[config.mk]
export PLATFORM = sky130hd
export DESIGN_NAME = sha512_ctrl
export DESIGN_NICKNAME = d
export VERILOG_FILES = /design/src/rtl/core/sha512_pkg.sv /design/src/rtl/core/sha512_ctrl.sv
export SDC_FILE = /design/constraint.sdc
export NUM_CORES = 1
export LEC_CHECK = 0
export BUFFER_PORTS_ARGS = -buffer_cell sky130_fd_sc_hd__buf_2
export CAP_MARGIN = 20
export CORE_ASPECT_RATIO = 0.75
export CORE_MARGIN = 2
export CORE_UTILIZATION = 30
export DETAILED_ROUTE_END_ITERATION = 10
export HOLD_SLACK_MARGIN = 0.08
export SLEW_MARGIN = 20
export SYNTH_ARGS = -nofsm -noshare
export SYNTH_HDL_FRONTEND = slang
export SYNTH_SLANG_ARGS = --single-unit
[constraint.sdc]
create_clock -name clk -period 1.5 [get_ports clk]
set_input_delay 0 -clock clk [delete_from_list [all_inputs] [get_ports clk]]
set_output_delay 0 -clock clk [all_outputs]
set_load 0.01 [all_outputs]
[src/rtl/core/sha512_pkg.sv]
// SHA-512 package: controller state type, datapath command struct, round constants,
// initial hash values and a rotate-right helper. No dependencies.
`default_nettype none
package sha512_pkg;

    localparam int WordWidth   = 64;
    localparam int BlockWords  = 16;
    localparam int NumRounds   = 80;
    localparam int DigestWords = 8;

    typedef enum logic [1:0] {
        ST_LOAD,
        ST_ROUND,
        ST_FINISH,
        ST_EMIT
    } ctrl_state_t;

    typedef struct packed {
        logic       load_word;
        logic       init_hash;
        logic       start_rounds;
        logic       do_round;
        logic [6:0] round;
        logic       finish;
        logic [2:0] emit_sel;
    } dp_cmd_t;

    function automatic logic [63:0] round_k(input logic [6:0] idx);
        logic [63:0] k;
        case (idx)
            7'd0:  k = 64'h428a2f98d728ae22;  7'd1:  k = 64'h7137449123ef65cd;
            7'd2:  k = 64'hb5c0fbcfec4d3b2f;  7'd3:  k = 64'he9b5dba58189dbbc;
            7'd4:  k = 64'h3956c25bf348b538;  7'd5:  k = 64'h59f111f1b605d019;
            7'd6:  k = 64'h923f82a4af194f9b;  7'd7:  k = 64'hab1c5ed5da6d8118;
            7'd8:  k = 64'hd807aa98a3030242;  7'd9:  k = 64'h12835b0145706fbe;
            7'd10: k = 64'h243185be4ee4b28c;  7'd11: k = 64'h550c7dc3d5ffb4e2;
            7'd12: k = 64'h72be5d74f27b896f;  7'd13: k = 64'h80deb1fe3b1696b1;
            7'd14: k = 64'h9bdc06a725c71235;  7'd15: k = 64'hc19bf174cf692694;
            7'd16: k = 64'he49b69c19ef14ad2;  7'd17: k = 64'hefbe4786384f25e3;
            7'd18: k = 64'h0fc19dc68b8cd5b5;  7'd19: k = 64'h240ca1cc77ac9c65;
            7'd20: k = 64'h2de92c6f592b0275;  7'd21: k = 64'h4a7484aa6ea6e483;
            7'd22: k = 64'h5cb0a9dcbd41fbd4;  7'd23: k = 64'h76f988da831153b5;
            7'd24: k = 64'h983e5152ee66dfab;  7'd25: k = 64'ha831c66d2db43210;
            7'd26: k = 64'hb00327c898fb213f;  7'd27: k = 64'hbf597fc7beef0ee4;
            7'd28: k = 64'hc6e00bf33da88fc2;  7'd29: k = 64'hd5a79147930aa725;
            7'd30: k = 64'h06ca6351e003826f;  7'd31: k = 64'h142929670a0e6e70;
            7'd32: k = 64'h27b70a8546d22ffc;  7'd33: k = 64'h2e1b21385c26c926;
            7'd34: k = 64'h4d2c6dfc5ac42aed;  7'd35: k = 64'h53380d139d95b3df;
            7'd36: k = 64'h650a73548baf63de;  7'd37: k = 64'h766a0abb3c77b2a8;
            7'd38: k = 64'h81c2c92e47edaee6;  7'd39: k = 64'h92722c851482353b;
            7'd40: k = 64'ha2bfe8a14cf10364;  7'd41: k = 64'ha81a664bbc423001;
            7'd42: k = 64'hc24b8b70d0f89791;  7'd43: k = 64'hc76c51a30654be30;
            7'd44: k = 64'hd192e819d6ef5218;  7'd45: k = 64'hd69906245565a910;
            7'd46: k = 64'hf40e35855771202a;  7'd47: k = 64'h106aa07032bbd1b8;
            7'd48: k = 64'h19a4c116b8d2d0c8;  7'd49: k = 64'h1e376c085141ab53;
            7'd50: k = 64'h2748774cdf8eeb99;  7'd51: k = 64'h34b0bcb5e19b48a8;
            7'd52: k = 64'h391c0cb3c5c95a63;  7'd53: k = 64'h4ed8aa4ae3418acb;
            7'd54: k = 64'h5b9cca4f7763e373;  7'd55: k = 64'h682e6ff3d6b2b8a3;
            7'd56: k = 64'h748f82ee5defb2fc;  7'd57: k = 64'h78a5636f43172f60;
            7'd58: k = 64'h84c87814a1f0ab72;  7'd59: k = 64'h8cc702081a6439ec;
            7'd60: k = 64'h90befffa23631e28;  7'd61: k = 64'ha4506cebde82bde9;
            7'd62: k = 64'hbef9a3f7b2c67915;  7'd63: k = 64'hc67178f2e372532b;
            7'd64: k = 64'hca273eceea26619c;  7'd65: k = 64'hd186b8c721c0c207;
            7'd66: k = 64'heada7dd6cde0eb1e;  7'd67: k = 64'hf57d4f7fee6ed178;
            7'd68: k = 64'h06f067aa72176fba;  7'd69: k = 64'h0a637dc5a2c898a6;
            7'd70: k = 64'h113f9804bef90dae;  7'd71: k = 64'h1b710b35131c471b;
            7'd72: k = 64'h28db77f523047d84;  7'd73: k = 64'h32caab7b40c72493;
            7'd74: k = 64'h3c9ebe0a15c9bebc;  7'd75: k = 64'h431d67c49c100d4c;
            7'd76: k = 64'h4cc5d4becb3e42b6;  7'd77: k = 64'h597f299cfc657e2a;
            7'd78: k = 64'h5fcb6fab3ad6faec;  7'd79: k = 64'h6c44198c4a475817;
            default: k = 64'h0;
        endcase
        return k;
    endfunction

    function automatic logic [63:0] init_hash(input logic [2:0] idx);
        logic [63:0] h;
        case (idx)
            3'd0: h = 64'h6a09e667f3bcc908;
            3'd1: h = 64'hbb67ae8584caa73b;
            3'd2: h = 64'h3c6ef372fe94f82b;
            3'd3: h = 64'ha54ff53a5f1d36f1;
            3'd4: h = 64'h510e527fade682d1;
            3'd5: h = 64'h9b05688c2b3e6c1f;
            3'd6: h = 64'h1f83d9abfb41bd6b;
            default: h = 64'h5be0cd19137e2179;
        endcase
        return h;
    endfunction

    function automatic logic [63:0] rotr(input logic [63:0] x, input int n);
        return (x >> n) | (x << (64 - n));
    endfunction

endpackage
`default_nettype wire

[src/rtl/core/sha512_ctrl.sv]
// SHA-512 controller: block word count, round sequencing and digest emission.
// Depends on sha512_pkg.
`default_nettype none
module sha512_ctrl (
    input  wire logic             clk,
    input  wire logic             rst_n,
    input  wire logic             in_valid,
    output logic                  in_ready,
    input  wire logic             first_of_message,
    input  wire logic             final_block,
    output logic                  out_valid,
    input  wire logic             out_ready,
    output logic [2:0]            out_index,
    output sha512_pkg::dp_cmd_t   cmd
);
    sha512_pkg::ctrl_state_t state_reg, state_next;
    logic [3:0] word_reg, word_next;
    logic [6:0] round_reg, round_next;
    logic [2:0] emit_reg, emit_next;
    logic       final_reg, final_next;
    logic       in_acc;

    assign in_acc = in_valid && in_ready;

    always_ff @(posedge clk or negedge rst_n)
    begin
        if (!rst_n)
        begin
            state_reg <= sha512_pkg::ST_LOAD;
            word_reg  <= '0;
            round_reg <= '0;
            emit_reg  <= '0;
            final_reg <= 1'b0;
        end
        else
        begin
            state_reg <= state_next;
            word_reg  <= word_next;
            round_reg <= round_next;
            emit_reg  <= emit_next;
            final_reg <= final_next;
        end
    end

    always_comb
    begin
        state_next = state_reg;
        word_next  = word_reg;
        round_next = round_reg;
        emit_next  = emit_reg;
        final_next = final_reg;
        case (state_reg)
            sha512_pkg::ST_LOAD:
            begin
                if (in_acc)
                begin
                    word_next = word_reg + 4'd1;
                    if (word_reg == 4'(sha512_pkg::BlockWords - 1))
                    begin
                        final_next = final_block;
                        round_next = '0;
                        state_next = sha512_pkg::ST_ROUND;
                    end
                end
            end
            sha512_pkg::ST_ROUND:
            begin
                round_next = round_reg + 7'd1;
                if (round_reg == 7'(sha512_pkg::NumRounds - 1))
                    state_next = sha512_pkg::ST_FINISH;
            end
            sha512_pkg::ST_FINISH:
            begin
                emit_next  = '0;
                state_next = final_reg ? sha512_pkg::ST_EMIT : sha512_pkg::ST_LOAD;
            end
            sha512_pkg::ST_EMIT:
            begin
                if (out_ready)
                begin
                    emit_next = emit_reg + 3'd1;
                    if (emit_reg == 3'(sha512_pkg::DigestWords - 1))
                        state_next = sha512_pkg::ST_LOAD;
                end
            end
            default: state_next = sha512_pkg::ST_LOAD;
        endcase
    end

    always_comb
    begin
        in_ready         = (state_reg == sha512_pkg::ST_LOAD);
        out_valid        = (state_reg == sha512_pkg::ST_EMIT);
        out_index        = emit_reg;
        cmd.load_word    = in_acc;
        cmd.init_hash    = in_acc && (word_reg == '0) && first_of_message;
        cmd.start_rounds = in_acc && (word_reg == 4'(sha512_pkg::BlockWords - 1));
        cmd.do_round     = (state_reg == sha512_pkg::ST_ROUND);
        cmd.round        = round_reg;
        cmd.finish       = (state_reg == sha512_pkg::ST_FINISH);
        cmd.emit_sel     = emit_reg;
    end
endmodule
`default_nettype wire

==> impl_metrics.json, run 1 <==
{
  "ant_nets": 0,
  "clkPwrFrac_pct": 13.1,
  "grt_overflow_total": 0,
  "rr_worst_depth": 4,
  "yosysTopAreaCell": "dfrtp_1",
  "worstHoldPathType": "input port to register",
  "syn_inst": 92,
  "fillers": 289,
  "die_w_um": 69.0,
  "synthFlopType": "dfrtp_1",
  "drc": 0,
  "fin_skew_ns": 0.000848,
  "crit_path_start_kind": "register",
  "vias": 801,
  "dp_hpwl_mm": 1.58,
  "initial_core_util_pct": 31.9,
  "yosysWarnings": 0,
  "whs_ns": 0.148,
  "ys_ff_latch": 17,
  "post_dp_cell_area_sq_um": 1120,
  "timing.final.crit_share_pct": 97.3,
  "ff2ff_setup_slack_ns": 0.06,
  "final_cell_area_sq_um": 1260,
  "finalHoldViolations": 0,
  "synth_edf_count": 0,
  "cp-end-kind": "primary output",
  "firstDrtPassIters": 4,
  "yosysMostFrequentCell": "dfrtp_1",
  "grt_max_degree": 18,
  "path_clk_slew_ns": 0.06,
  "r2r_start": "word_reg[0]$_DFFE_PN0P_",
  "cts_tree": "built",
  "rsz0062_at_grt": "true",
  "synth-adder-area-share_pct": 6.59,
  "worstMarginPinSlew_ns": 0.381,
  "seq_area_frac_synth_pct": 44.8,
  "track_usage_pct": 12.9,
  "fmax_ghz": 0.685,
  "status": "completed",
  "post_route_cells_drive_above_1_share_pct": 38.4,
  "switching_share_pct": 42.1,
  "period_minus_slack_ns": 1.46,
  "clk_latency_ns": 0.25,
  "timing.rr.end": "round_reg[0]$_DFFE_PN0P_",
  "root_buffer": "clkbuf_8",
  "nNetsFinal": 137,
  "core_area_sq_um": 2980,
  "synth_compound_area_share_pct": 15.9,
  "n_antenna_cell": 0,
  "combPwrFrac_pct": 47.8,
  "vias_per_cell": 4.91,
  "routedWlPerCell_um": 13.3,
  "place_congestion": 0.773,
  "multi_input_area_sq_um": 498,
  "dieArea_sq_um": 3640,
  "synthMuxAreaShare_pct": 6.59,
  "peakVddDrop_mv": 0.993,
  "synthSimpleGateAreaFrac_pct": 16.7,
  "internal-power_uw": 1480,
  "synthTopCellsByArea": "dfrtp_1 45%, ha_1 6.6%, o2bb2ai_1 4.6%",
  "drv_slew": 0,
  "cp.required_ns": 1.50,
  "cts_num_sinks": 17,
  "crit_start": "word_reg[0]$_DFFE_PN0P_",
  "synth_xor_area_share_pct": 2.77,
  "worstHoldPathCells": 4,
  "largest_reg_flops": 7,
  "cts-htree-levels": 1,
  "async_flop_share_pct": 100,
  "synth_common_cells": "17 x dfrtp_1, 8 x nor2_1, 6 x nand2_1, 5 x ha_1, 5 x o2bb2ai_1",
  "cts_made_buffers": 3,
  "maxCapViolations": 0,
  "drt_iter0_drc": 37,
  "power.switching_uw": 1080,
  "critical_path_class": "register to primary output",
  "critPathMaxFanout": 3,
  "syn_area_sq_um": 950,
  "die_h_um": 52.7,
  "regArea_sq_um": 428,
  "yosysTopAreaCellShare_pct": 44.8,
  "cp-endpoint": "cmd[12]",
  "critical_path_arrival_ns": 1.46,
  "p_leak_uw": 0.000584,
  "cts.path.max_buffers": 2,
  "antenna_found_initial": 0,
  "seq_power_share_pct": 39.1,
  "synth.distinct_cells": 29,
  "powerDensity_nw_per_um2": 2040,
  "grt_pass1_vias": 714,
  "grt_pass1_wl_mm": 3.39,
  "setup_viol": 0,
  "synth_top_family_by_area": "simple AND/OR/NAND/NOR gates",
  "synth_area_per_cell_sq_um": 10.3,
  "syn_to_final_growth_pct": 32.3,
  "num_rows": 17,
  "io_buffers": 25,
  "drt_wl_total_mm": 2.17,
  "synth.net_count": 103,
  "maxSlewHeadroom_pct": 74.6,
  "io_pins": 26
}
==> kinds of logic after synthesis <==
family,Yosys count
AOI/OAI and AO/OA,20
xor gates and xnor gates,3
adders and majority gates,5
buffers and inverters,12
DFF,17
muxes,6
and+or+nand+nor,29
==> worst min-delay path by stage <==
stage	start	slack [ns]	to
after global routing	out_ready	0.19	state_reg[1]$_DFFE_PN0P_
after global placement	rst_n	-0.06	out_index[0]$_DFFE_PN0P_
after detailed placement	rst_n	-0.05	out_index[1]$_DFFE_PN0P_
after floorplan	rst_n	-0.30	final_reg$_DFFE_PN0P_
final	out_ready	0.15	state_reg[1]$_DFFE_PN0P_
after CTS	out_ready	0.15	state_reg[1]$_DFFE_PN0P_
==> worst max-delay path, cell delays in order (launching register included) <==
cell and delay [ns]:
dfrtp_1 0.41, ha_4 0.18, nand4_1 0.12, nor3_2 0.24
buf_4 0.16, buf_6 0.09
==> power groups by stage <==
| stage | combinational, uW | sequential [uW] | clock [uW] |
|---|---|---|---|
| 2_1_floorplan | 798 | 904 | 0 |
| 3_3_place_gp | 1100 | 953 | 0 |
| 3_5_place_dp | 1150 | 962 | 0 |
| 4_1_cts | 1160 | 960 | 345 |
| 5_1_grt | 1370 | 1040 | 366 |
| 6_report | 1230 | 1000 | 335 |
==> metrics by stage <==
stage                     power [uW]  util [%]  worst slack [ns]  instances  setup TNS [ns]
after floorplan                 1700         -            0.0617         92               0
after global placement          2050      37.6            0.0238        153               0
after detailed placement        2110      37.6           -0.0203        153         -0.0527
after CTS                       2460      39.9           0.00468        159               0
after global routing            2780      42.2           -0.0424        163          -0.112
final                           2560      42.2            0.0398        163               0
==> metal layers <==
metal	routed length (um)	track usage [%]	part of all wire (%)	up-vias
met3	99	5.16	4.6	2
met5	0	0	0	-
li1	-	-	-	400
met4	11	1.96	0.51	0
met1	1080	18.1	50	382
met2	983	18.9	45	17
==> cells in the final DEF, fill, tap and decap left out, types with 2 or more instances in the layout <==
cell           count
inv_1              4
o2bb2ai_1          5
o31ai_1            2
a31oi_1            4
o21ai_0            2
nor2b_1            2
or4_1              2
nor2_1             8
xnor2_1            3
buf_4              9
nand2_1            6
mux2i_1            4
dfrtp_2            2
clkbuf_8           3
mux2_2             2
nand3b_1           2
ha_1               3
buf_2             24
dlygate4sd3_1      2
nand4_1            2
dfrtp_1           15
a21oi_1            3
a22o_1             3
==> cell type report <==
type / count / share of cell area (%)
multi-input combinational: 63 / 39.6
timing repair buffer: 36 / 17.4
tap: 38 / 3.78
clock buffer: 4 / 3.59
inverter: 5 / 1.49
sequential: 17 / 34.1
==> what timing repair did <==
item,in CTS,in global routing
gates resized for setup,1,7
pin swaps,1,5
hold buffers,2,0
endpoints found under the setup margin,3,7
setup buffers,0,4
endpoints found under the hold margin,18,0
(Power assumes the default switching activity.)
==> inputs of run 2 (changes only) <==
==> constraint.sdc (replaced) <==
create_clock -name clk -period 1.5 [get_ports clk]
set_input_delay 0.3 -clock clk [delete_from_list [all_inputs] [get_ports clk]]
set_output_delay 0.3 -clock clk [all_outputs]
set_load 0.01 [all_outputs]
==> run 2 against run 1 <==
Compared with the run above: the run now ends with negative setup slack left; global-route usage increased by 0.70 points; final cell count increased by 6.7%; core utilization increased by 4.2 points; final area increased by 9.9%; worst hold slack improved by 0.13 ns; clock skew increased by 0.0010 ns; critical path depth decreased by 1; total power increased by 12%; setup slack got worse by 0.19 ns.
==> impl_metrics.json, run 2 (synthesized netlist as in run 1, its figures left out) <==
{
  "place_ws_ns": -0.0311,
  "powerDensity_nw_per_um2": 2090,
  "fin_skew_ns": 0.00189,
  "num_rows": 17,
  "nNetsFinal": 148,
  "crit_path_start_kind": "register",
  "firstDrtPassIters": 4,
  "cp-end-kind": "primary output",
  "cts_tree": "built",
  "drc": 0,
  "fmax_ghz": 0.606,
  "cts.path.max_buffers": 2,
  "worstMarginPinSlew_ns": 0.393,
  "drv_slew": 0,
  "dieArea_sq_um": 3640,
  "die_w_um": 69.0,
  "core_area_sq_um": 2980,
  "rsz0062_at_grt": "true",
  "violations": "negative setup slack",
  "cts_num_sinks": 17,
  "status": "finished, violations left",
  "instances_no_fill": 174,
  "antenna_found_initial": 0,
  "path_clk_slew_ns": 0.07,
  "cp-endpoint": "cmd[12]",
  "critical_path_class": "register to primary output",
  "io_pins": 26,
  "timing.final.crit_share_pct": 110,
  "grt_pass1_wl_mm": 3.51,
  "grt_max_degree": 18,
  "cts_made_buffers": 3,
  "root_buffer": "clkbuf_8",
  "post_route_cells_drive_above_1_share_pct": 50.7,
  "r2r_start": "word_reg[0]$_DFFE_PN0P_",
  "vias_per_cell": 4.94,
  "grt_pass1_vias": 753,
  "place_congestion": 0.758,
  "track_usage_pct": 13.6,
  "maxSlewHeadroom_pct": 73.8,
  "numPlacedInstances": 155,
  "syn_to_final_growth_pct": 45.3,
  "grt_overflow_total": 0,
  "final_cell_area_sq_um": 1380,
  "ant_nets": 0,
  "setup_viol": 2,
  "fin_total_pwr_uw": 2880,
  "layout_common_cells": "24 x buf_2, 17 x buf_4, 15 x dfrtp_1, 6 x nor2_1, 6 x nand2_1",
  "critical_path_arrival_ns": 1.35,
  "initial_core_util_pct": 31.9,
  "vias": 860,
  "maxCapViolations": 0,
  "clk_latency_ns": 0.25,
  "peakVddDrop_mv": 0.902,
  "routedWlPerCell_um": 13.6,
  "crit_start": "word_reg[0]$_DFFE_PN0P_",
  "final_common_cell": "buf_2",
  "n_antenna_cell": 0,
  "whs_ns": 0.281,
  "dp_hpwl_mm": 1.48,
  "finalHoldViolations": 0,
  "cts-htree-levels": 1,
  "ff2ff_setup_slack_ns": 0.02,
  "drt_wl_total_mm": 2.36,
  "critPathMaxFanout": 2,
  "die_h_um": 52.7,
  "worstHoldPathType": "input port to register",
  "timing.rr.end": "final_reg$_DFFE_PN0P_",
  "layout_setup_ws_ns": -0.150,
  "post_dp_cell_area_sq_um": 1140,
  "p_leak_uw": 0.000653,
  "rr_worst_depth": 5,
  "cp.required_ns": 1.20,
  "drt_iter0_drc": 14,
  "period_minus_slack_ns": 1.65,
  "largest_reg_flops": 7,
  "io_buffers": 25
}
## run 2: how the worst min path moves through the flow
| stage | end | depth (start not counted) | slack [ns] | startpoint |
|---|---|---|---|---|
| after floorplan | final_reg$_DFFE_PN0P_ | 0 | 0.004 | rst_n |
| after global placement | out_index[1]$_DFFE_PN0P_ | 1 | 0.25 | rst_n |
| after detailed placement | out_index[0]$_DFFE_PN0P_ | 1 | 0.24 | rst_n |
| after CTS | final_reg$_DFFE_PN0P_ | 2 | 0.28 | final_block |
| after global routing | final_reg$_DFFE_PN0P_ | 2 | 0.27 | final_block |
| final | final_reg$_DFFE_PN0P_ | 2 | 0.28 | final_block |
## run 2: area by class of cell
class | count | area (sq um)
Fill cell | 286 | 1600
Multi-Input combinational cell | 63 | 524
Sequential cell | 17 | 428
Timing Repair Buffer | 47 | 314
Tap cell | 38 | 47.5
Clock buffer | 4 | 45.0
Inverter | 5 | 21.3
## run 2: where the power goes
| part | internal (uW) | switching [uW] |
|---|---|---|
| combinational | 842 | 750 |
| clock | 189 | 158 |
| sequential | 673 | 268 |
## run 2: metal layers
layer | routed length (um) | global-route usage [%] | vias up
li1 | - | - | 421
met1 | 1060 | 18.4 | 403
met2 | 1090 | 19.1 | 25
met3 | 143 | 5.16 | 11
met4 | 68 | 5.88 | 0
met5 | 0 | 0 | -
## run 2: what timing repair did
item | 4_1_cts | 5_1_grt
gates resized for setup | 10 | 15
cloned | 0 | 0
pin swaps | 7 | 7
hold buffers | 1 | 0
buffers inserted | 11 | 4
setup endpoints to repair | 10 | 11
hold endpoints to repair | 17 | 0
## run 2: worst max-delay path: stages (launching register included)
cell and delay, ns:
dfrtp_1 0.37, ha_2 0.19, nand4_1 0.12, nor3_2 0.24, buf_2 0.17
## run 2: through the flow
stage / utilization [%] / TNS, ns
after global routing: 46.3 / -0.461
after global placement: 38.2 / 0
after floorplan: - / 0
final: 46.3 / -0.219
after detailed placement: 38.2 / -0.0571
after CTS: 43.8 / -0.397
